**src/hdl/prelu_pkg.sv**
```systemverilog
// Shared types and constants for the PReLU forward/backward engine.
// No dependencies; the other files that use it refer to it by scoped names.
package prelu_pkg;

  // Fixed field widths of the item format
  localparam int CFG_W      = 16;
  localparam int CHAN_IDX_W = 6;
  localparam int CNT_W      = 7;
  localparam int SPATIAL_W  = 16;

  // Operation codes of an input word
  typedef enum logic [1:0] {
    OP_LOAD    = 2'd0,
    OP_FORWARD = 2'd1,
    OP_IN_GRAD = 2'd2,
    OP_ACCUM   = 2'd3
  } op_e;

  // Configuration register indexes
  localparam logic [1:0] REG_LAYOUT   = 2'd0;
  localparam logic [1:0] REG_CHANNELS = 2'd1;
  localparam logic [1:0] REG_SPATIAL  = 2'd2;

  // Layout codes
  localparam logic LAYOUT_SPATIAL_INNER = 1'b0;

  // Effective (clamped) configuration
  typedef struct packed {
    logic                 layout;
    logic [CNT_W-1:0]     chan_cnt;
    logic [SPATIAL_W-1:0] plane_cnt;
  } cfg_t;

  // Position counter control
  typedef struct packed {
    logic step;
    logic restart;
  } pos_ctrl_t;

  // Sequencer states
  typedef enum logic [2:0] {
    ST_IDLE,
    ST_MUL,
    ST_DONE,
    ST_FLUSH_RD,
    ST_FLUSH_OUT
  } state_e;

endpackage

```
**src/hdl/prelu_pos.sv**
```systemverilog
// Element position counter: channel and plane position per layout.
// Depends on prelu_pkg (cfg_t, pos_ctrl_t).
module prelu_pos #(
  parameter int ChW = 6
) (
  input  logic                  clk_i,
  input  logic                  rst_ni,
  input  prelu_pkg::cfg_t       cfg_i,
  input  prelu_pkg::pos_ctrl_t  ctrl_i,
  output logic [ChW-1:0]        chan_o
);

  logic [ChW-1:0]                  chan_q, chan_d;
  logic [prelu_pkg::SPATIAL_W-1:0] plane_q, plane_d;
  logic                            chan_wrap, plane_wrap;

  // wrap when the next value reaches the limit (also catches stale counters)
  assign chan_wrap  = (prelu_pkg::CNT_W'(chan_q) + prelu_pkg::CNT_W'(1)) >= cfg_i.chan_cnt;
  assign plane_wrap = ((prelu_pkg::SPATIAL_W+1)'(plane_q) + (prelu_pkg::SPATIAL_W+1)'(1))
                      >= (prelu_pkg::SPATIAL_W+1)'(cfg_i.plane_cnt);

  always_comb begin
    chan_d  = chan_q;
    plane_d = plane_q;
    if (ctrl_i.restart) begin
      chan_d  = '0;
      plane_d = '0;
    end else if (ctrl_i.step) begin
      if (cfg_i.layout == prelu_pkg::LAYOUT_SPATIAL_INNER) begin
        if (plane_wrap) begin
          plane_d = '0;
          chan_d  = chan_wrap ? '0 : chan_q + ChW'(1);
        end else begin
          plane_d = plane_q + prelu_pkg::SPATIAL_W'(1);
        end
      end else begin
        if (chan_wrap) begin
          chan_d  = '0;
          plane_d = plane_wrap ? '0 : plane_q + prelu_pkg::SPATIAL_W'(1);
        end else begin
          chan_d = chan_q + ChW'(1);
        end
      end
    end
  end

  always_ff @(posedge clk_i or negedge rst_ni) begin
    if (!rst_ni) begin
      chan_q  <= '0;
      plane_q <= '0;
    end else begin
      chan_q  <= chan_d;
      plane_q <= plane_d;
    end
  end

  assign chan_o = chan_q;

endmodule

```
**config.mk**
```make
export PLATFORM = sky130hd
export DESIGN_NAME = prelu_pos
export DESIGN_NICKNAME = d
export VERILOG_FILES = /design/src/hdl/prelu_pkg.sv /design/src/hdl/prelu_pos.sv
export SDC_FILE = /design/constraint.sdc
export NUM_CORES = 1
export LEC_CHECK = 0
export BUFFER_PORTS_ARGS = -buffer_cell sky130_fd_sc_hd__buf_4
export CAP_MARGIN = 20
export CORE_MARGIN = 2
export CORE_UTILIZATION = 51
export CTS_BUF_LIST = sky130_fd_sc_hd__clkbuf_16
export DETAILED_ROUTE_END_ITERATION = 12
export PLACE_DENSITY_LB_ADDON = 0.05
export SYNTH_ARGS = -nofsm -noshare
export SYNTH_HDL_FRONTEND = slang
export SYNTH_SLANG_ARGS = --single-unit
export TNS_END_PERCENT = 5
```
**constraint.sdc**
```tcl
create_clock -name clk_i -period 3.5 [get_ports clk_i]
set_clock_uncertainty 0.2 [all_clocks]
set_input_delay 0.525 -clock clk_i [delete_from_list [all_inputs] [get_ports clk_i]]
set_output_delay 0.525 -clock clk_i [all_outputs]
set_load 0.005 [all_outputs]
```
; ---- After elaboration in Yosys (flattened, before gate mapping)
; Cells that the tools add are included.
; Widths: inputs -> output; s select.
[word_totals]
word_cells = 23
regBits = 22
input_bits = 28
[classes]
n_reduce_logical = 4
eq_ne = 1
mux = 10
addsub = 4
magnitude_cmp = 2
[op_table]
columns = cell, count
row1 = $mux 16, 5
row2 = $mux 6, 5
row3 = $add 16x1->17 const B, 1
row4 = $ge 17x16->1, 1
row5 = $add 16x1->16 const B, 1
row6 = $add 6x1->7 const B, 1
row7 = $ge 7x7->1, 1
row8 = $add 6x1->6 const B, 1
row9 = $reduce_and 2->1, 2
row10 = $ne 3x1->1 const B, 1
row11 = $reduce_bool 3->1, 1
row12 = $reduce_bool 2->1, 1

; ---- Depth between registers and ports, before layout
[logic_depth]
ltp_word = 7
ltp_mapped = 14
ltp_nobuf = 12

; ---- Least setup slack after synthesis
; Ideal clock, no wire load.
[synth_path]
path_type = register to register
startpoint = register plane_q[2] (netlist name)
endpoint = register plane_q[5] (netlist name)
setup_slack_ns = 0.098
stages_incl_launch_ff = 15
arrival_time_ns = 3.136
n_path_buf = 2
synth_period_minus_slack_ns = 3.402
path_cell_list = dfrtp_1 -> and3_4 -> and3_2 -> buf_2 -> nand4_1 -> or2_1 -> xnor2_1 -> ha_1 -> nand4_1 -> nor2_1 -> o31a_1 -> a311o_1 -> buf_2 -> o31ai_1 -> a22o_1
[synth_between]
elab_chain_len = 7
word_cells_on_any_way = 8
[synth_lines]
columns = element, line_no
row1 = start: declaration, prelu_pos.sv:14  ; logic [prelu_pkg::SPATIAL_W-1:0] plane_q, plane_d;
row2 = start signal: assignment, prelu_pos.sv:53  ; plane_q <= plane_d;
row3 = $add 16x1->17, prelu_pos.sv:19  ; assign plane_wrap = ((prelu_pkg::SPATIAL_W+1)'(plane_q) + (prelu_pkg::SPATIAL_W+1)'(1))
row4 = $ge 17x16->1, prelu_pos.sv:20  ; >= (prelu_pkg::SPATIAL_W+1)'(cfg_i.plane_cnt);
row5 = $mux 16 (*), "prelu_pos.sv:30, prelu_pos.sv:39"
row6 = $mux 16, prelu_pos.sv:37  ; if (chan_wrap) begin
row7 = $mux 16 (*), prelu_pos.sv:29  ; if (cfg_i.layout == prelu_pkg::LAYOUT_SPATIAL_INNER) begin
row8 = $mux 16 (*), prelu_pos.sv:28  ; end else if (ctrl_i.step) begin
row9 = $mux 16 (*), prelu_pos.sv:25  ; if (ctrl_i.restart) begin
; Mark *: on every way between the ends. The rest lies on a longest branch, timed or not. The select of a mux whose other input is x is not followed.
; A chain may end at the register's enable or synchronous reset.

; ---- Worst setup path after layout
[layout_path]
startpoint = register plane_q[3] (netlist name)
endpoint = register plane_q[8] (netlist name)
; Same word-level chain as after synthesis.

==> results.md <==
Synthesis:
- The proportion of register bits with asynchronous set or reset after synthesis is 1.00.
- The main flop type after synthesis is sky130_fd_sc_hd__dfrtp_1.
- The netlist area before placement is 2020 µm².
- The number of nets handed over by synthesis was 287.
- For this run, the register share of the synthesized area comes to 0.273.
- The number of enable-type register cells in the synthesized netlist is 0.
- Counting flops and latches in the post-synthesis netlist gives 22.
- The count of different cell masters after synthesis is 47.
- The share of synthesized area in the top cell type comes to 0.273.
- Sorting the synthesized cells by how often they occur yields sky130_fd_sc_hd__inv_1 (26), sky130_fd_sc_hd__nand2_1 (26), sky130_fd_sc_hd__ha_1 (25), sky130_fd_sc_hd__dfrtp_1 (22), sky130_fd_sc_hd__nor2_1 (13).
- Of all cell types, the one taking the most synthesized area is sky130_fd_sc_hd__dfrtp_1.
- Synthesis produced 234 cells.
- For this run, the number of Yosys warnings is 0.
- After synthesis, the cell types taking the most area are sky130_fd_sc_hd__dfrtp_1 (27%), sky130_fd_sc_hd__ha_1 (15%), sky130_fd_sc_hd__inv_1 (4.8%).
- Averaged over all synthesized cells, the footprint is 8.62 µm².

Detailed routing:
- The number of remaining DRC errors is 0.
- The detailed-routing wirelength on met1 is 2.22 mm.
- The routed length on met3 is 262 µm.
- Summed over all layers, the routed wires come to 4.60 mm.
- Summed over all nets, wire length on met2 after detailed routing comes to 2.09 mm.
- The number of vias after detailed routing is 1876.
- The top routing layer in use is met4.
- The mean routed wirelength per cell is 13.9 µm.
- The post-route antenna net violation count is 0.
- The number of design-rule violations left by the first detailed-router iteration is 66.
- The number of iterations in the first detailed-routing pass is 4.
- The post-detailed-route via-to-cell ratio is 5.67.

Timing:
- In the final timing run, aggregate negative setup slack is 0 ps.
- The final count of hold timing violations is 0.
- Dividing the final minimum period by the clock period gives 0.967.
- The clock period could shrink to 3380 ps.
- The slew of the pin with the lowest slew margin is 801 ps.
- The worst slew margin relative to its limit is 0.462.
- The number of max-slew violations in the final report is 0.
- The final setup violation count is 0.
- The fmax is 295 MHz.

Layout:
- The share of cells above drive strength 1 is 0.279.
- The final-layout fill cell count is 328.
- At the end of the flow, the number of nets in the layout was 338.
- The area occupied by multi-input gates is 1400 µm².
- Across the whole layout, storage elements account for 552 µm².
- The final core utilization is 0.692.
- The area growth from synthesis to layout is 28.3%.
- The diode insertion count for antenna repair is 0.

Clock network:
- The clock tree from TritonCTS is done.
- In this run the number of H-tree levels came out at 1.
- The clock insertion delay at the later pin of the skew report is 250 ps.
- The number of buffers added by the clock tree synthesis step is 3.
- The number of sinks driven by the clock tree is 22.
- The buffer cell driving the clock tree root is sky130_fd_sc_hd__clkbuf_16.
- In this run the deepest clock path goes through 2 buffers.
- The CTS clock-pin slew for the worst setup and hold paths is 60 ps.

Global route:
- For this run the aggregate overflow at the end of global routing stands at 0.
- In the global route stage, overall resource usage came out at 0.228.
- The wire length of the first global-routing pass is 7.78 mm.
- Entering global routing, the biggest net connects 23 pins.
- The initial antenna violation count is 0.
- The number of global-route vias before repair is 1748.

Die:
- The chip height is 66.9 µm.
- The core outline area is 3740 µm².
- The floorplan die width is 66.9 µm.
- The die covers 4480 µm².
- The top-level port count is 34.
- The floorplan has 22 rows.
- The initial core utilization is 0.539.

Critical path:
- The reg-to-reg setup timing slack is 120 ps.
- The kind of critical path is flop to flop.
- The critical path starts at plane_q[3]$_DFFE_PN0P_.
- The kind of start point of the critical path is a flop.
- Following the worst setup path forward leads to its endpoint at plane_q[8]$_DFFE_PN0P_.
- The kind of end point of the critical path is a flop.
- The endpoint of the most critical register-to-register path is plane_q[8]$_DFFE_PN0P_.
- The launch point of the worst reg-to-reg path is plane_q[3]$_DFFE_PN0P_.
- Counting cells, the worst reg-to-reg path comes to 13.
- Of all nets on the critical path, the largest fanout is 11.
- The data required time at the worst endpoint is 3490 ps.
- The critical path data arrival time is 3380 ps.

Place:
- During placement, the flow inserted port buffers numbering 33.
- Detailed placement finished with a half-perimeter wire length of 3.60 mm.
- The congestion estimate from routability-driven global placement came to 0.851.

Power:
- The power per standard cell area is 319 nW/µm².
- The worst vdd rail ir drop is 0.247 mV.
- The leakage power total is 1.34 nW.

Hold path:
- In this run the worst hold path is classified as flop to flop.

Status:
- The flow ran to the end, and the final reports show no timing, DRC or antenna violations.

Flow run:
- The number of max-capacitance violations reported is 0.
## worst max-delay path, cell delays in order (launching register included)
cell,delay (ps)
sky130_fd_sc_hd__dfrtp_1,390
sky130_fd_sc_hd__and3_4,230
sky130_fd_sc_hd__and3_4,230
sky130_fd_sc_hd__nand4_1,110
sky130_fd_sc_hd__or2_1,290
sky130_fd_sc_hd__xnor2_2,150
sky130_fd_sc_hd__ha_1,280
sky130_fd_sc_hd__nand4_1,90
sky130_fd_sc_hd__nor2_1,80
sky130_fd_sc_hd__o31a_1,260
sky130_fd_sc_hd__a311o_1,360
sky130_fd_sc_hd__buf_4,220
sky130_fd_sc_hd__o31ai_1,270
sky130_fd_sc_hd__a22o_1,160
## registers in the layout, summed over array words and instances (netlist names)
| signal | count |
|---|---|
| plane_q | 16 |
| chan_o | 6 |
## how the worst min path moves through the flow
stage / from / end / slack (ps) / depth (start not counted)
global route: plane_q[4]$_DFFE_PN0P_ / plane_q[4]$_DFFE_PN0P_ / 370 / 2
global placement: rst_ni / plane_q[10]$_DFFE_PN0P_ / 230 / 1
CTS: plane_q[4]$_DFFE_PN0P_ / plane_q[4]$_DFFE_PN0P_ / 340 / 2
finish: plane_q[4]$_DFFE_PN0P_ / plane_q[4]$_DFFE_PN0P_ / 350 / 2
floorplan: rst_ni / chan_o[0]$_DFFE_PN0P_ / 30 / 0
detailed placement: rst_ni / plane_q[10]$_DFFE_PN0P_ / 230 / 1
## placed cells by master, fill, tap and decap left out, types with 2 or more instances in the layout
master / n
sky130_fd_sc_hd__clkbuf_16: 3
sky130_fd_sc_hd__and3_4: 2
sky130_fd_sc_hd__nor4_1: 2
sky130_fd_sc_hd__nand2_1: 26
sky130_fd_sc_hd__inv_1: 26
sky130_fd_sc_hd__nand4_1: 5
sky130_fd_sc_hd__a21o_1: 4
sky130_fd_sc_hd__a221o_1: 3
sky130_fd_sc_hd__o21ai_1: 2
sky130_fd_sc_hd__dfrtp_1: 21
sky130_fd_sc_hd__o31ai_1: 3
sky130_fd_sc_hd__xnor2_1: 9
sky130_fd_sc_hd__a21oi_1: 7
sky130_fd_sc_hd__a22o_1: 7
sky130_fd_sc_hd__nor3_4: 2
sky130_fd_sc_hd__nor3_1: 3
sky130_fd_sc_hd__nand2b_1: 2
sky130_fd_sc_hd__xor2_1: 6
sky130_fd_sc_hd__o31ai_2: 3
sky130_fd_sc_hd__nor2_1: 12
sky130_fd_sc_hd__o2bb2ai_1: 4
sky130_fd_sc_hd__mux2i_1: 3
sky130_fd_sc_hd__buf_4: 50
sky130_fd_sc_hd__or2_2: 3
sky130_fd_sc_hd__ha_1: 25
sky130_fd_sc_hd__nand3_1: 10
sky130_fd_sc_hd__and3_1: 2
sky130_fd_sc_hd__nor2b_1: 2
sky130_fd_sc_hd__o21ai_0: 11
## routing by layer
| layer | vias up | GRT usage |
|---|---|---|
| met5 | - | 0 |
| met1 | 871 | 0.314 |
| li1 | 941 | - |
| met4 | 0 | 0.0459 |
| met3 | 4 | 0.0203 |
| met2 | 60 | 0.389 |
## report_power, final
group	switching [mW]	leakage [nW]	internal, mW
Combinational	0.141	1.01	0.147
Sequential	0.0204	0.299	0.278
Clock	0.0881	0.0370	0.151
Total	0.249	1.34	0.576
## area by class of cell
class | instances | share of cell area
timing repair buffer | 52 | 0.157
sequential | 22 | 0.213
tap | 48 | 0.0232
inverter | 26 | 0.0377
clock buffer | 3 | 0.0290
multi-input combinational | 180 | 0.540
## stage by stage
step	instances	setup WS [ps]	cell area, µm²	hold WS, ps	total power [mW]
floorplan	234	97.5	2020	29.4	0.467
global placement	325	104	2430	233	0.584
detailed placement	325	40.1	2430	235	0.589
CTS	329	25.9	2520	343	0.829
global route	331	-7.93	2590	374	0.886
finish	331	116	2590	345	0.825
## logic make-up after synthesis
family / synth area share
muxes: 0.0205
buffers and inverters: 0.0620
adders and majority gates: 0.155
AOI/OAI and AO/OA: 0.208
and+or+nand+nor: 0.212
xor gates and xnor gates: 0.0694
DFF: 0.273
## timing repair
item / CTS / global route
endpoints found under the setup margin: 0 / 22
setup buffers: 0 / 2
endpoints found under the hold margin: 22 / 0
gates resized for setup: 0 / 13
hold buffers: 1 / 0
No activity file was read; power rests on OpenSTA's default activity.
