**src/hdl/prelu_ram.sv**
```systemverilog
// Simple dual-port synchronous RAM, one write and one registered read port.
// No dependencies.
module prelu_ram #(
  parameter int Width = 16,
  parameter int Depth = 64,
  parameter int AddrW = 6
) (
  input  logic             clk_i,
  input  logic             we_i,
  input  logic [AddrW-1:0] waddr_i,
  input  logic [Width-1:0] wdata_i,
  input  logic             re_i,
  input  logic [AddrW-1:0] raddr_i,
  output logic [Width-1:0] rdata_o
);

  logic [Width-1:0] mem_q [Depth];
  logic [Width-1:0] rdata_q;

  // write port
  always_ff @(posedge clk_i) begin
    if (we_i) begin
      mem_q[waddr_i] <= wdata_i;
    end
  end

  // read port, registered
  always_ff @(posedge clk_i) begin
    if (re_i) begin
      rdata_q <= mem_q[raddr_i];
    end
  end

  assign rdata_o = rdata_q;

endmodule

```
**config.mk**
```make
export PLATFORM = sky130hd
export DESIGN_NAME = prelu_ram
export DESIGN_NICKNAME = d
export VERILOG_FILES = /design/src/hdl/prelu_ram.sv
export SDC_FILE = /design/constraint.sdc
export NUM_CORES = 1
export LEC_CHECK = 0
export ABC_CLOCK_PERIOD_IN_PS = 2220
export BUFFER_PORTS_ARGS = -buffer_cell sky130_fd_sc_hd__buf_2
export CORE_MARGIN = 2
export CORE_UTILIZATION = 55
export DETAILED_ROUTE_END_ITERATION = 12
export HOLD_SLACK_MARGIN = 0.1
export MAX_ROUTING_LAYER = met4
export PLACE_DENSITY = 0.84
export SLEW_MARGIN = 25
export SYNTH_ARGS = -nofsm -noshare
export SYNTH_HDL_FRONTEND = slang
export SYNTH_SLANG_ARGS = --single-unit
```
**constraint.sdc**
```tcl
create_clock -name clk_i -period 2.22 [get_ports clk_i]
set_input_delay 0.222 -clock clk_i [delete_from_list [all_inputs] [get_ports clk_i]]
set_output_delay 0.222 -clock clk_i [all_outputs]
set_load 0.005 [all_outputs]
```
# Word-level counts from Yosys, hierarchy flattened
# Memory sizes are Yosys's and may differ from the RTL's. A register that Yosys moved wholly into a read port is not among the register bits.
# Index checks and enable logic that the tools add are counted.
[totals]
output_inout_bits = 16
ram_bits = 1024
mem_count = 1
register_bits = 0
[op_classes]
n_mux = 2
[memory_table]
columns = ["memory", "words", "word_bits", "rd", "rd_ports_with_merged_regs", "wr", "line_no", "text"]
rows = [
  ["mem_q", 64, 16, 1, 1, 1, "17", "logic [Width-1:0] mem_q [Depth];"],
]
[op_table]
columns = ["cell", "n"]
rows = [
  ["two-way mux 1 bit", 2],
]

# Depth between registers and ports, before layout
# Gate-level depths: netlist of the first run.
[logic_depth]
word_depth = 2
ltp_mapped = 10
ltp_nobuf = 5

# Worst setup path after synthesis of the first run
# Ideal clock, no wire load.
[synth_path]
path_type = "input port to flip-flop"
startpoint = "input port waddr_i[3]"
endpoint = "memory mem_q[48][0], enable pin"
t_arrival_ns = 1.848
setup_ns = 0.409
cell_stages = 4
n_path_buf = 1
slack_ns = -0.037
path_cell_list = "clkbuf_1 -> nor2b_1 -> nand4b_1 -> nor3_1"
[synth_lines]
columns = ["item", "line_no", "text"]
rows = [
  ["start, declared", "10", "input logic [AddrW-1:0] waddr_i,"],
  ["end, declared", "17", ""],
]
# Straight into the memory's write port.

==> results.md, run 1 <==
- Gpl congestion: 0.921
- Asr flop ratio synth: 0%
- Primary FF master, synth: edfxtp_1
- Clock share of power: 40.5%
- Port Buffers: 46
- Post-Syn Nets: 1860
- Post-cts resize count: 0
- Final min period: 2.22 ns
- Failing checks: negative setup slack
- Worst R2R Start: mem_q[18][3]$_DFFE_PP_
- Vias in the first global route: 21400
- Worst Slack Setup Final: -0.000568 ns
- Post-synth top area share: 77.7%
- Most common cell in the netlist: edfxtp_1
- Part of the cycle the worst path needs: 100%
- Max Cap Viol: 0
- Crit path kind: register to register
- Final Skew: 0.0344 ns
- HP Class: input pin to register
- Die footprint: 0.0753 mm^2
- Total core area: 0.0727 mm^2
- Drt via density: 6.67
- Ys Warns: 0
- Hpwl dp: 59.2 mm
- Flop pwr share: 53.9%
- Worst R2R End: rdata_o[3]$_DFFE_PP_
- Wire length per cell: 32.5 um
- Final hold vios: 0
- Post-synth EDFFs: 1040
- Final core occ: 63.8%
- WP data required: 2.62 ns
- Layout cells sized above 1: 30.4%
- Final TNS setup: -0.000568 ns
- DRT antenna net count: 0
- Max Transition Viols Final: 0
- Switching Fraction: 21.3%
- Maximum vdd drop: 0.680 mV
- Syn-to-layout area delta: 15.3%
- DRC errors left: 0
- TritonCTS Buffers: 97
- Slew headroom: 30.9%
- Slew of the pin with the lowest slew margin: 1.04 ns
- Io pins: 47
- Top post-synthesis cells by area: edfxtp_1, mux4_2, mux2i_1, mux2_2, a22oi_1
- Iter 0 DRT Violations: 3314
- Clock Path Buffers: 3
- Antenna violations before repair: 10
- Sequential fraction of the synthesis area: 77.7%
- Synth Instances: 1829
- Chip height: 274 um
- Reg2reg setup slack: -0.0006 ns
- Routed WL: 102 mm
- CTS root buffer: clkbuf_16
- H-tree level count: 3
- Synthesized flop and latch total: 1040
- First-pass GRT wire length: 146 mm
- Syn Std Cell Area: 0.0402 mm^2
- Net Sw Power: 8660 uW
- Yosys cell types: 42
- Gate power share: 5.6%
- Status: complete, but fails checks
- Via count: 21000
- TritonCTS clock tree: built
- Cells on worst reg2reg path: 5
- Clock slew seen by the registers of the worst setup and hold paths: 0.06 ns
- Total track usage: 28.3%
- Post-CTS Setup Bufs: 0
- Hold Path Cell Cnt: 1
- Final Cell Area: 0.0464 mm^2
- Pre-Repair DR Iteration Count: 6
- Arr. time, crit path: 2.62 ns
- Hold Startpoint: wdata_i[14]
- Width of the die: 274 um
- Hold Path Sink: mem_q[23][14]$_DFFE_PP_
- Final setup violation count: 1
- Crit end category: register
- Clock Sink Count: 1040
- Grt total ovfl: 0
- Crit Path Max Fanout: 1
- Starting Density: 55.3%
- Static Leak: 0.0150 uW
- Fmax: 0.450 GHz
- PD cells: 875 mW/mm^2
- Number of hold buffers added after CTS: 9
- Crit path launch type: register
- Clock latency on the worst-skew pair: 0.68 ns
- Most frequent cells after synthesis: edfxtp_1, mux4_2, mux2i_1
- Int Pwr: 31900 uW
- Largest net degree at the start of global routing: 66
- DP Area: 0.0431 mm^2
- Syn avg cell area: 22.0 um^2
- Core Rows: 99
- Leading area contributor after synthesis: edfxtp_1
- Layout net count: 2133
[sequential cells by signal, summed over array words and instances (netlist names)]
signal,count
mem_q,1024
rdata_o,16
[final cells by class]
cell class,count,area (um^2)
sequential,1040,31200
fill,4368,26400
multi-input combinational,685,8250
timing repair buffer,278,2530
clock buffer,117,2520
tap,959,1200
clock inverter,62,608
antenna,7,17.5
[cells in the final DEF (no fill, tap or decap), types with 6 or more instances in the layout]
cell type | Yosys | routed
a211o_1 | 8 | 8
a211oi_1 | 8 | 8
a21oi_1 | 17 | 17
a221o_1 | 6 | 6
a221oi_1 | 16 | 16
a22o_1 | 6 | 6
a22oi_1 | 39 | 39
a311oi_1 | 8 | 8
a31oi_1 | 8 | 8
buf_12 | 5 | 41
buf_2 | 36 | 43
buf_4 | 13 | 182
bufinv_16 | 0 | 9
clkbuf_1 | 24 | 19
clkbuf_16 | 0 | 98
clkinv_1 | 0 | 22
clkinv_2 | 0 | 23
diode_2 | 0 | 7
dlygate4sd3_1 | 0 | 9
edfxtp_1 | 1040 | 1040
mux2_2 | 27 | 27
mux2i_1 | 85 | 85
mux4_2 | 220 | 220
nand2_1 | 59 | 59
nand3_1 | 24 | 24
nand4_1 | 12 | 12
nor2_1 | 72 | 72
nor2b_1 | 30 | 30
[power groups by stage]
stage | Combinational [uW] | Sequential (uW) | Clock [uW]
floorplan | 1130 | 22200 | 0
global placement | 2100 | 22200 | 0
detailed placement | 2190 | 22300 | 0
CTS | 2250 | 21800 | 16500
global route | 2370 | 21800 | 17200
finish | 2290 | 21800 | 16400
[critical path, cell delays in order, from the launching register on]
cell and delay [ns]:
edfxtp_1 0.41, mux4_2 0.49, mux2i_1 0.33, a22oi_1 0.26
a31oi_1 0.38, a311oi_1 0.09
[cells by family (layout without fill, tap and decap cells)]
logic type,count (synthesis),after routing,share of synthesized area [%]
buf+inv,104,457,1.82
compound gates,129,129,2.40
other cells,0,7,0
simple gates,220,220,2.64
flops,1040,1040,77.7
mux,336,336,15.5
[worst max-delay path by stage]
| stage | start | end | slack, ns | depth (start not counted) |
|---|---|---|---|---|
| 4_1_cts | mem_q[18][3]$_DFFE_PP_ | rdata_o[3]$_DFFE_PP_ | 0.05 | 5 |
| 3_5_place_dp | raddr_i[0] | rdata_o[13]$_DFFE_PP_ | -0.44 | 9 |
| 6_report | mem_q[18][3]$_DFFE_PP_ | rdata_o[3]$_DFFE_PP_ | -0.0006 | 5 |
| 5_1_grt | mem_q[18][3]$_DFFE_PP_ | rdata_o[3]$_DFFE_PP_ | -0.008 | 5 |
| 2_1_floorplan | waddr_i[5] | mem_q[39][0]$_DFFE_PP_ | 0.04 | 4 |
| 3_3_place_gp | raddr_i[0] | rdata_o[13]$_DFFE_PP_ | -0.33 | 9 |
[layer usage]
metal  track usage [%]  vias up  routed length (um)
met5                 -        -                   0
met4              11.8        0                4560
met3              6.85      268               12300
met2              44.8     1604               50900
met1              35.4    10900               34500
li1                  -     8242                   -
[metrics by stage]
step | setup slack [ns] | power, uW | hold slack, ns | std cells
final | -0.000568 | 40600 | 0.115 | 3148
after global placement | -0.329 | 24300 | 0.465 | 2953
after floorplan | 0.0402 | 23400 | 0.321 | 1829
after detailed placement | -0.443 | 24400 | 0.455 | 2953
after CTS | 0.0452 | 40600 | 0.101 | 3141
after global routing | -0.00847 | 41500 | 0.115 | 3146
No activity file was read; power rests on OpenSTA's default activity.
==> inputs of run 2 (changes only) <==
--- a/config.mk
+++ b/config.mk
@@ -7,12 +7,12 @@
 export LEC_CHECK = 0
 export ABC_CLOCK_PERIOD_IN_PS = 2220
 export BUFFER_PORTS_ARGS = -buffer_cell sky130_fd_sc_hd__buf_2
+export CORE_ASPECT_RATIO = 2
 export CORE_MARGIN = 2
-export CORE_UTILIZATION = 55
+export CORE_UTILIZATION = 30
 export DETAILED_ROUTE_END_ITERATION = 12
-export HOLD_SLACK_MARGIN = 0.1
 export MAX_ROUTING_LAYER = met4
-export PLACE_DENSITY = 0.84
+export PLACE_DENSITY = 0.55
 export SLEW_MARGIN = 25
 export SYNTH_ARGS = -nofsm -noshare
 export SYNTH_HDL_FRONTEND = slang
==> run 2 against run 1 <==
- the run now ends clean
- critical endpoint is now rdata_o[1]$_DFFE_PP_
- largest power group unchanged
- largest cell class unchanged
- non-clock buffer count increased by 15
- critical path depth unchanged
- die area increased by 82%
- clock power decreased by 7%
- register-to-register slack improved by 0.09 ns
- sequential cell count unchanged
- sequential power about the same
- core utilization decreased by 28 points
- clock skew decreased by 0.011 ns
==> results.md, run 2 (same netlist as run 1, synthesis figures left out) <==
- Status: finished clean
- Io pins: 47 (unchanged)
- First-pass GRT wire length: 153 mm (+4.2%)
- Drt via density: 4.95 (-26%)
- Total core area: 0.134 mm^2 (+84%)
- Post-Place Cells: 3745 (+27%)
- Final TNS setup: 0 ns (+0.000568 ns)
- Layout cells sized above 1: 31.2% (+0.84 points)
- Fmax: 0.470 GHz (+4.3%)
- Part of the cycle the worst path needs: 95.9% (-4.1 points)
- Place WS: -0.566 ns (-0.122 ns)
- Syn-to-layout area delta: 17.7%
- Clock latency on the worst-skew pair: 0.67 ns (about the same)
- Die footprint: 0.137 mm^2 (+82%)
- Largest net degree at the start of global routing: 65 (-1.5%)
- TritonCTS Buffers: 81 (-16%)
- Cells on worst reg2reg path: 5 (unchanged)
- Pre-Repair DR Iteration Count: 5 (-1)
- Vias in the first global route: 20600 (-3.6%)
- Clock slew seen by the registers of the worst setup and hold paths: 0.07 ns (about the same)
- Maximum vdd drop: 0.548 mV (-19%)
- Chip height: 522 um (+90%)
- Port Buffers: 46 (unchanged)
- Non-filler cells, final: 3903 (+24%)
- Hpwl dp: 73.1 mm (+23%)
- Crit path launch type: register
- Tot Pwr: 39500 uW (-2.7%)
- Crit Path Max Fanout: 1 (unchanged)
- HP Class: input pin to register
- Post-CTS Setup Bufs: 0 (unchanged)
- Layout net count: 2132 (-0.047%)
- Antenna violations before repair: 6 (-4)
- Gpl congestion: 0.845 (-8.3%)
- Clock Path Buffers: 3 (unchanged)
- Core Rows: 190 (+92%)
- # fillers: 12300 (+180%)
- Worst R2R End: rdata_o[1]$_DFFE_PP_
- Hold Startpoint: wdata_i[1]
- Cells along the critical path: mux4_2 > nor2b_1 > a211o_1 > a31oi_1 > a311oi_1
- Slowest-stage cell, CP: mux4_2
- Hold WS: 0.0389 ns (-0.0763 ns)
- Final setup violation count: 0 (-1)
- Total track usage: 16.1% (-12 points)
- CP startpoint: mem_q[11][1]$_DFFE_PP_
- Max incr delay on CP: 0.48 ns (about the same)
- Worst Slack Setup Final: 0.0906 ns (+0.0911 ns)
- Static Leak: 0.0150 uW (-0.37%)
- Max Cap Viol: 0 (unchanged)
- Crit path kind: register to register
- Final hold vios: 0 (unchanged)
- Reg2reg setup slack: 0.09 ns (+0.09 ns)
- Max FFs per register: 1024 (unchanged)
- WP data required: 2.61 ns (about the same)
- Critical path's top delay family: compound AO/OA/AOI/OAI gates
- Iter 0 DRT Violations: 1575 (-52%)
- Worst R2R Start: mem_q[11][1]$_DFFE_PP_
- Slew headroom: 49.1% (+18 points)
- CP Buf/Inv Count: 0 (unchanged)
- Wire length per cell: 27.4 um (-16%)
- Crit path depth: 5 (unchanged)
- Width of the die: 263 um (-4.2%)
- Max Transition Viols Final: 0 (unchanged)
- Clock Sink Count: 1040 (unchanged)
- CTS root buffer: clkbuf_16
- PD cells: 834 mW/mm^2 (-4.6%)
- Routed WL: 107 mm (+4.6%)
- H-tree level count: 3 (unchanged)
- Hold Path Sink: mem_q[31][1]$_DFFE_PP_
- RSZ-0062 raised after global routing: false
- Final Skew: 0.0236 ns (-0.0108 ns)
- Area of the multi-input gates: 0.00825 mm^2 (about the same)
- TritonCTS clock tree: built
- DRC errors left: 0 (unchanged)
- Largest Register: mem_q
- DRT antenna net count: 0 (unchanged)
- Most common cell after layout, fill and taps aside: edfxtp_1
- Final min period: 2.13 ns (-0.0911 ns)
- Arr. time, crit path: 2.52 ns (-0.10 ns)
- Most frequent cells in the layout: edfxtp_1, mux4_2, buf_4
- Grt total ovfl: 0 (unchanged)
- Via count: 19300 (-8.0%)
- Slew of the pin with the lowest slew margin: 0.763 ns (-0.274 ns)
- Hold Path Cell Cnt: 2 (+1)
- Starting Density: 30.1% (-25 points)
- Crit end category: register
- Storage cell area: 0.0312 mm^2 (unchanged)
-- run 2: metal layers --
| layer | routed length, um | track usage, % |
|---|---|---|
| met1 | 36500 | 15.8 |
| met2 | 61100 | 30.8 |
| met3 | 3770 | 1.88 |
| met4 | 5500 | 7.98 |
| met5 | 0 | - |
-- run 2: metrics by stage --
| stage | cell area [um^2] | utilization [%] |
|---|---|---|
| after detailed placement | 44500 | 33.3 |
| after floorplan | 40200 | - |
| after CTS | 47300 | 35.4 |
| after global routing | 47300 | 35.4 |
| after global placement | 44500 | 33.3 |
| final | 47300 | 35.4 |
-- run 2: worst max-delay path by stage --
stage                                   endpoint  slack [ns]
after floorplan           mem_q[39][0]$_DFFE_PP_        0.04
after global placement      rdata_o[6]$_DFFE_PP_       -0.56
after detailed placement    rdata_o[6]$_DFFE_PP_       -0.57
after CTS                  rdata_o[13]$_DFFE_PP_         0.1
after global routing       rdata_o[13]$_DFFE_PP_        0.07
final                       rdata_o[1]$_DFFE_PP_        0.09
-- run 2: area by class of cell --
type	count	share of cell area, %
Antenna cell	7	0.0370
Tap cell	1728	4.57
Timing Repair Buffer	293	6.11
Sequential cell	1040	66.0
Clock inverter	59	1.42
Clock buffer	91	4.41
Multi-Input combinational cell	685	17.4
-- run 2: power breakdown --
| group | switching [uW] | internal, uW | total (uW) |
|---|---|---|---|
| clock network | 6990 | 8280 | 15300 |
| registers | 56.7 | 21800 | 21800 |
| logic | 1440 | 958 | 2390 |
-- run 2: repair_timing --
item | 4_1_cts | 5_1_grt
endpoints found under the hold margin | 8 | 0
gates resized for setup | 1 | 0
endpoints found under the setup margin | 1 | 0
hold buffers | 1 | 0
==> inputs of run 3 (changes only) <==
--- a/config.mk
+++ b/config.mk
@@ -5,14 +5,14 @@
 export SDC_FILE = /design/constraint.sdc
 export NUM_CORES = 1
 export LEC_CHECK = 0
-export ABC_CLOCK_PERIOD_IN_PS = 2220
+export ABC_CLOCK_PERIOD_IN_PS = 2140
 export BUFFER_PORTS_ARGS = -buffer_cell sky130_fd_sc_hd__buf_2
 export CORE_ASPECT_RATIO = 2
 export CORE_MARGIN = 2
 export CORE_UTILIZATION = 30
 export DETAILED_ROUTE_END_ITERATION = 12
 export MAX_ROUTING_LAYER = met4
-export PLACE_DENSITY = 0.55
+export PLACE_DENSITY = 0.54
 export SLEW_MARGIN = 25
 export SYNTH_ARGS = -nofsm -noshare
 export SYNTH_HDL_FRONTEND = slang
==> constraint.sdc (replaced) <==
create_clock -name clk_i -period 2.14 [get_ports clk_i]
set_input_delay 0.214 -clock clk_i [delete_from_list [all_inputs] [get_ports clk_i]]
set_output_delay 0.214 -clock clk_i [all_outputs]
set_load 0.005 [all_outputs]
==> run 3 against run 2 <==
- combinational power grew 8%
- first-iteration DRC count fell by 1.2%
- global-route usage is 0.36 points higher
- count of clock-buffer cells in the layout grew 5
- fmax up 0.59%
- register-to-register slack lost 0.07 ns
- sequential share of layout area shrank 0.20 points
- design area grew 0.30%
- sequential cell count unchanged
- via count rose by 0.57%
- non-clock buffer count up 40
- setup slack got worse by 0.067 ns
- critical endpoint is now rdata_o[2]$_DFFE_PP_
==> results.md, run 3 (same netlist as run 1, synthesis figures left out) <==
- Maximum vdd drop: 0.510 mV (-7.0%)
- Drt via density: 4.94 (-0.14%)
- Slowest-stage cell, CP: mux4_2
- Total core area: 0.134 mm^2 (unchanged)
- Static Leak: 0.0151 uW (+0.93%)
- GRT met2 Usage: 32.1% (+1.3 points)
- Max FFs per register: 1024 (unchanged)
- Crit end category: register
- Tot Pwr: 40500 uW (+2.7%)
- Critical path's top delay family: multiplexers
- Port Buffers: 46 (unchanged)
- Clock slew seen by the registers of the worst setup and hold paths: 0.07 ns (about the same)
- CTS root buffer: clkbuf_16
- Hpwl dp: 76.4 mm (+4.5%)
- # fillers: 12300 (+0.14%)
- Chip height: 522 um (unchanged)
- Slew headroom: 40.7% (-8.5 points)
- Crit Path Max Fanout: 1 (unchanged)
- Status: finished clean
- Total track usage: 16.4% (+0.36 points)
- Crit path launch type: register
- WP data required: 2.54 ns (-0.07 ns)
- TritonCTS clock tree: built
- Final TNS setup: 0 ns (unchanged)
- Gpl congestion: 0.885 (+4.8%)
- Core Rows: 190 (unchanged)
- CP startpoint: mem_q[6][2]$_DFFE_PP_
- Most common cell after layout, fill and taps aside: edfxtp_1
- Width of the die: 263 um (unchanged)
- Antenna violations before repair: 4 (-2)
- RSZ-0062 raised after global routing: false
- Io pins: 47 (unchanged)
- Grt total ovfl: 0 (unchanged)
- Final core occ: 35.5% (+0.11 points)
- CP Buf/Inv Count: 0 (unchanged)
- Worst R2R Start: mem_q[6][2]$_DFFE_PP_
- DP Area: 0.0448 mm^2 (+0.58%)
- Number of hold buffers added after CTS: 0 (-1)
- Layer with the highest usage: met2
- Post-CTS Setup Bufs: 0 (unchanged)
- First-pass GRT wire length: 156 mm (+2.3%)
- DRC errors left: 0 (unchanged)
- Crit path kind: register to register
- Clock Sink Count: 1040 (unchanged)
- Place WS: -0.789 ns (-0.223 ns)
- Final setup violation count: 0 (unchanged)
- Max Transition Viols Final: 0 (unchanged)
- H-tree level count: 3 (unchanged)
- Vias in the first global route: 20900 (+1.2%)
- Pre-Repair DR Iteration Count: 6 (+1)
- Final min period: 2.12 ns (-0.0126 ns)
- Part of the cycle the worst path needs: 98.9% (+3.0 points)
- TritonCTS Buffers: 81 (unchanged)
- GR Util met3: 1.78% (-0.099 points)
- Hold Startpoint: wdata_i[6]
- Final hold vios: 0 (unchanged)
- Fmax: 0.472 GHz (+0.59%)
- PD cells: 854 mW/mm^2 (+2.4%)
- Wire length per cell: 27.8 um (+1.5%)
- Layout cells sized above 1: 32.3% (+1.0 points)
- Largest net degree at the start of global routing: 65 (unchanged)
- Slew of the pin with the lowest slew margin: 0.890 ns (+0.127 ns)
- Cells along the critical path: mux4_2 > mux2_4 > nand2_1 > nand4_1 > and4_1
- Final Cell Area: 0.0475 mm^2 (+0.30%)
- Max Cap Viol: 0 (unchanged)
- Largest Register: mem_q
- Syn-to-layout area delta: 18.0%
- Routed WL: 109 mm (+2.3%)
- Starting Density: 30.1% (unchanged)
- Arr. time, crit path: 2.52 ns (about the same)
- DRT antenna net count: 0 (unchanged)
- Most frequent cells in the layout: edfxtp_1, buf_4, mux4_2
- HP Class: input pin to register
- Layout net count: 2172 (+1.9%)
- Met1 Use GR: 15.6% (-0.23 points)
- Via count: 19400 (+0.57%)
- Max incr delay on CP: 0.46 ns (-0.02 ns)
- Clock Path Buffers: 3 (unchanged)
- Final Skew: 0.0271 ns (+0.00348 ns)
- Worst Slack Setup Final: 0.0231 ns (-0.0674 ns)
- Die footprint: 0.137 mm^2 (unchanged)
- Iter 0 DRT Violations: 1556 (-1.2%)
- Clock latency on the worst-skew pair: 0.66 ns (about the same)
==> run 3: changes by cell type in the layout (fill, tap and decap cells not counted), sizes merged <==
cell	delta
clkinv	-3
clkinvlp	-6
clkbuf	+5
bufinv	-3
buf	+41
dlygate4sd3	-1
diode	-1
inv	-4
==> run 3: worst reg2reg max path, cell delays in order (launching register included) <==
cell and delay (ns):
edfxtp_1 0.38, mux4_2 0.46, mux2_4 0.30, nand2_1 0.08, nand4_1 0.36, and4_1 0.30
==> run 3: final cells by class <==
class / instances / area, um^2 / share of cell area [%]
Antenna cell: 6 / 15.0 / 0.0316
Multi-Input combinational cell: 685 / 8300 / 17.5
Tap cell: 1728 / 2160 / 4.56
Clock buffer: 96 / 2170 / 4.57
Sequential cell: 1040 / 31200 / 65.8
Timing Repair Buffer: 333 / 3140 / 6.63
Clock inverter: 43 / 434 / 0.915
==> run 3: per-layer routing <==
layer | up-vias | share of wire, %
li1 | 8282 | -
met1 | 10500 | 33
met2 | 471 | 58
met3 | 178 | 3.1
met4 | 0 | 5.6
met5 | - | 0
==> run 3: timing repair <==
item | CTS | global route
pin swaps | 1 | 0
resized for setup | 5 | 5
endpoints found under the setup margin | 3 | 3
==> run 3: final timing paths <==
check	slack, ns	cells after the start	to
min	0.07	2	mem_q[7][6]$_DFFE_PP_
min reg2reg	0.97	4	rdata_o[14]$_DFFE_PP_
max reg2reg	0.02	5	rdata_o[2]$_DFFE_PP_
max	0.02	5	rdata_o[2]$_DFFE_PP_
==> run 3: through the flow <==
stage / hold WS [ns] / cells
floorplan: 0.313 / 1829
global placement: 0.734 / 3786
detailed placement: 0.718 / 3786
CTS: 0.0575 / 3925
global route: 0.0618 / 3929
finish: 0.0661 / 3931
==> run 3: where the power goes <==
group	internal [uW]	switching [uW]	leakage, uW
Clock	8320	7020	0.00128
Combinational	1040	1530	0.00444
Sequential	22600	65.4	0.00937
Total	31900	8610	0.0151
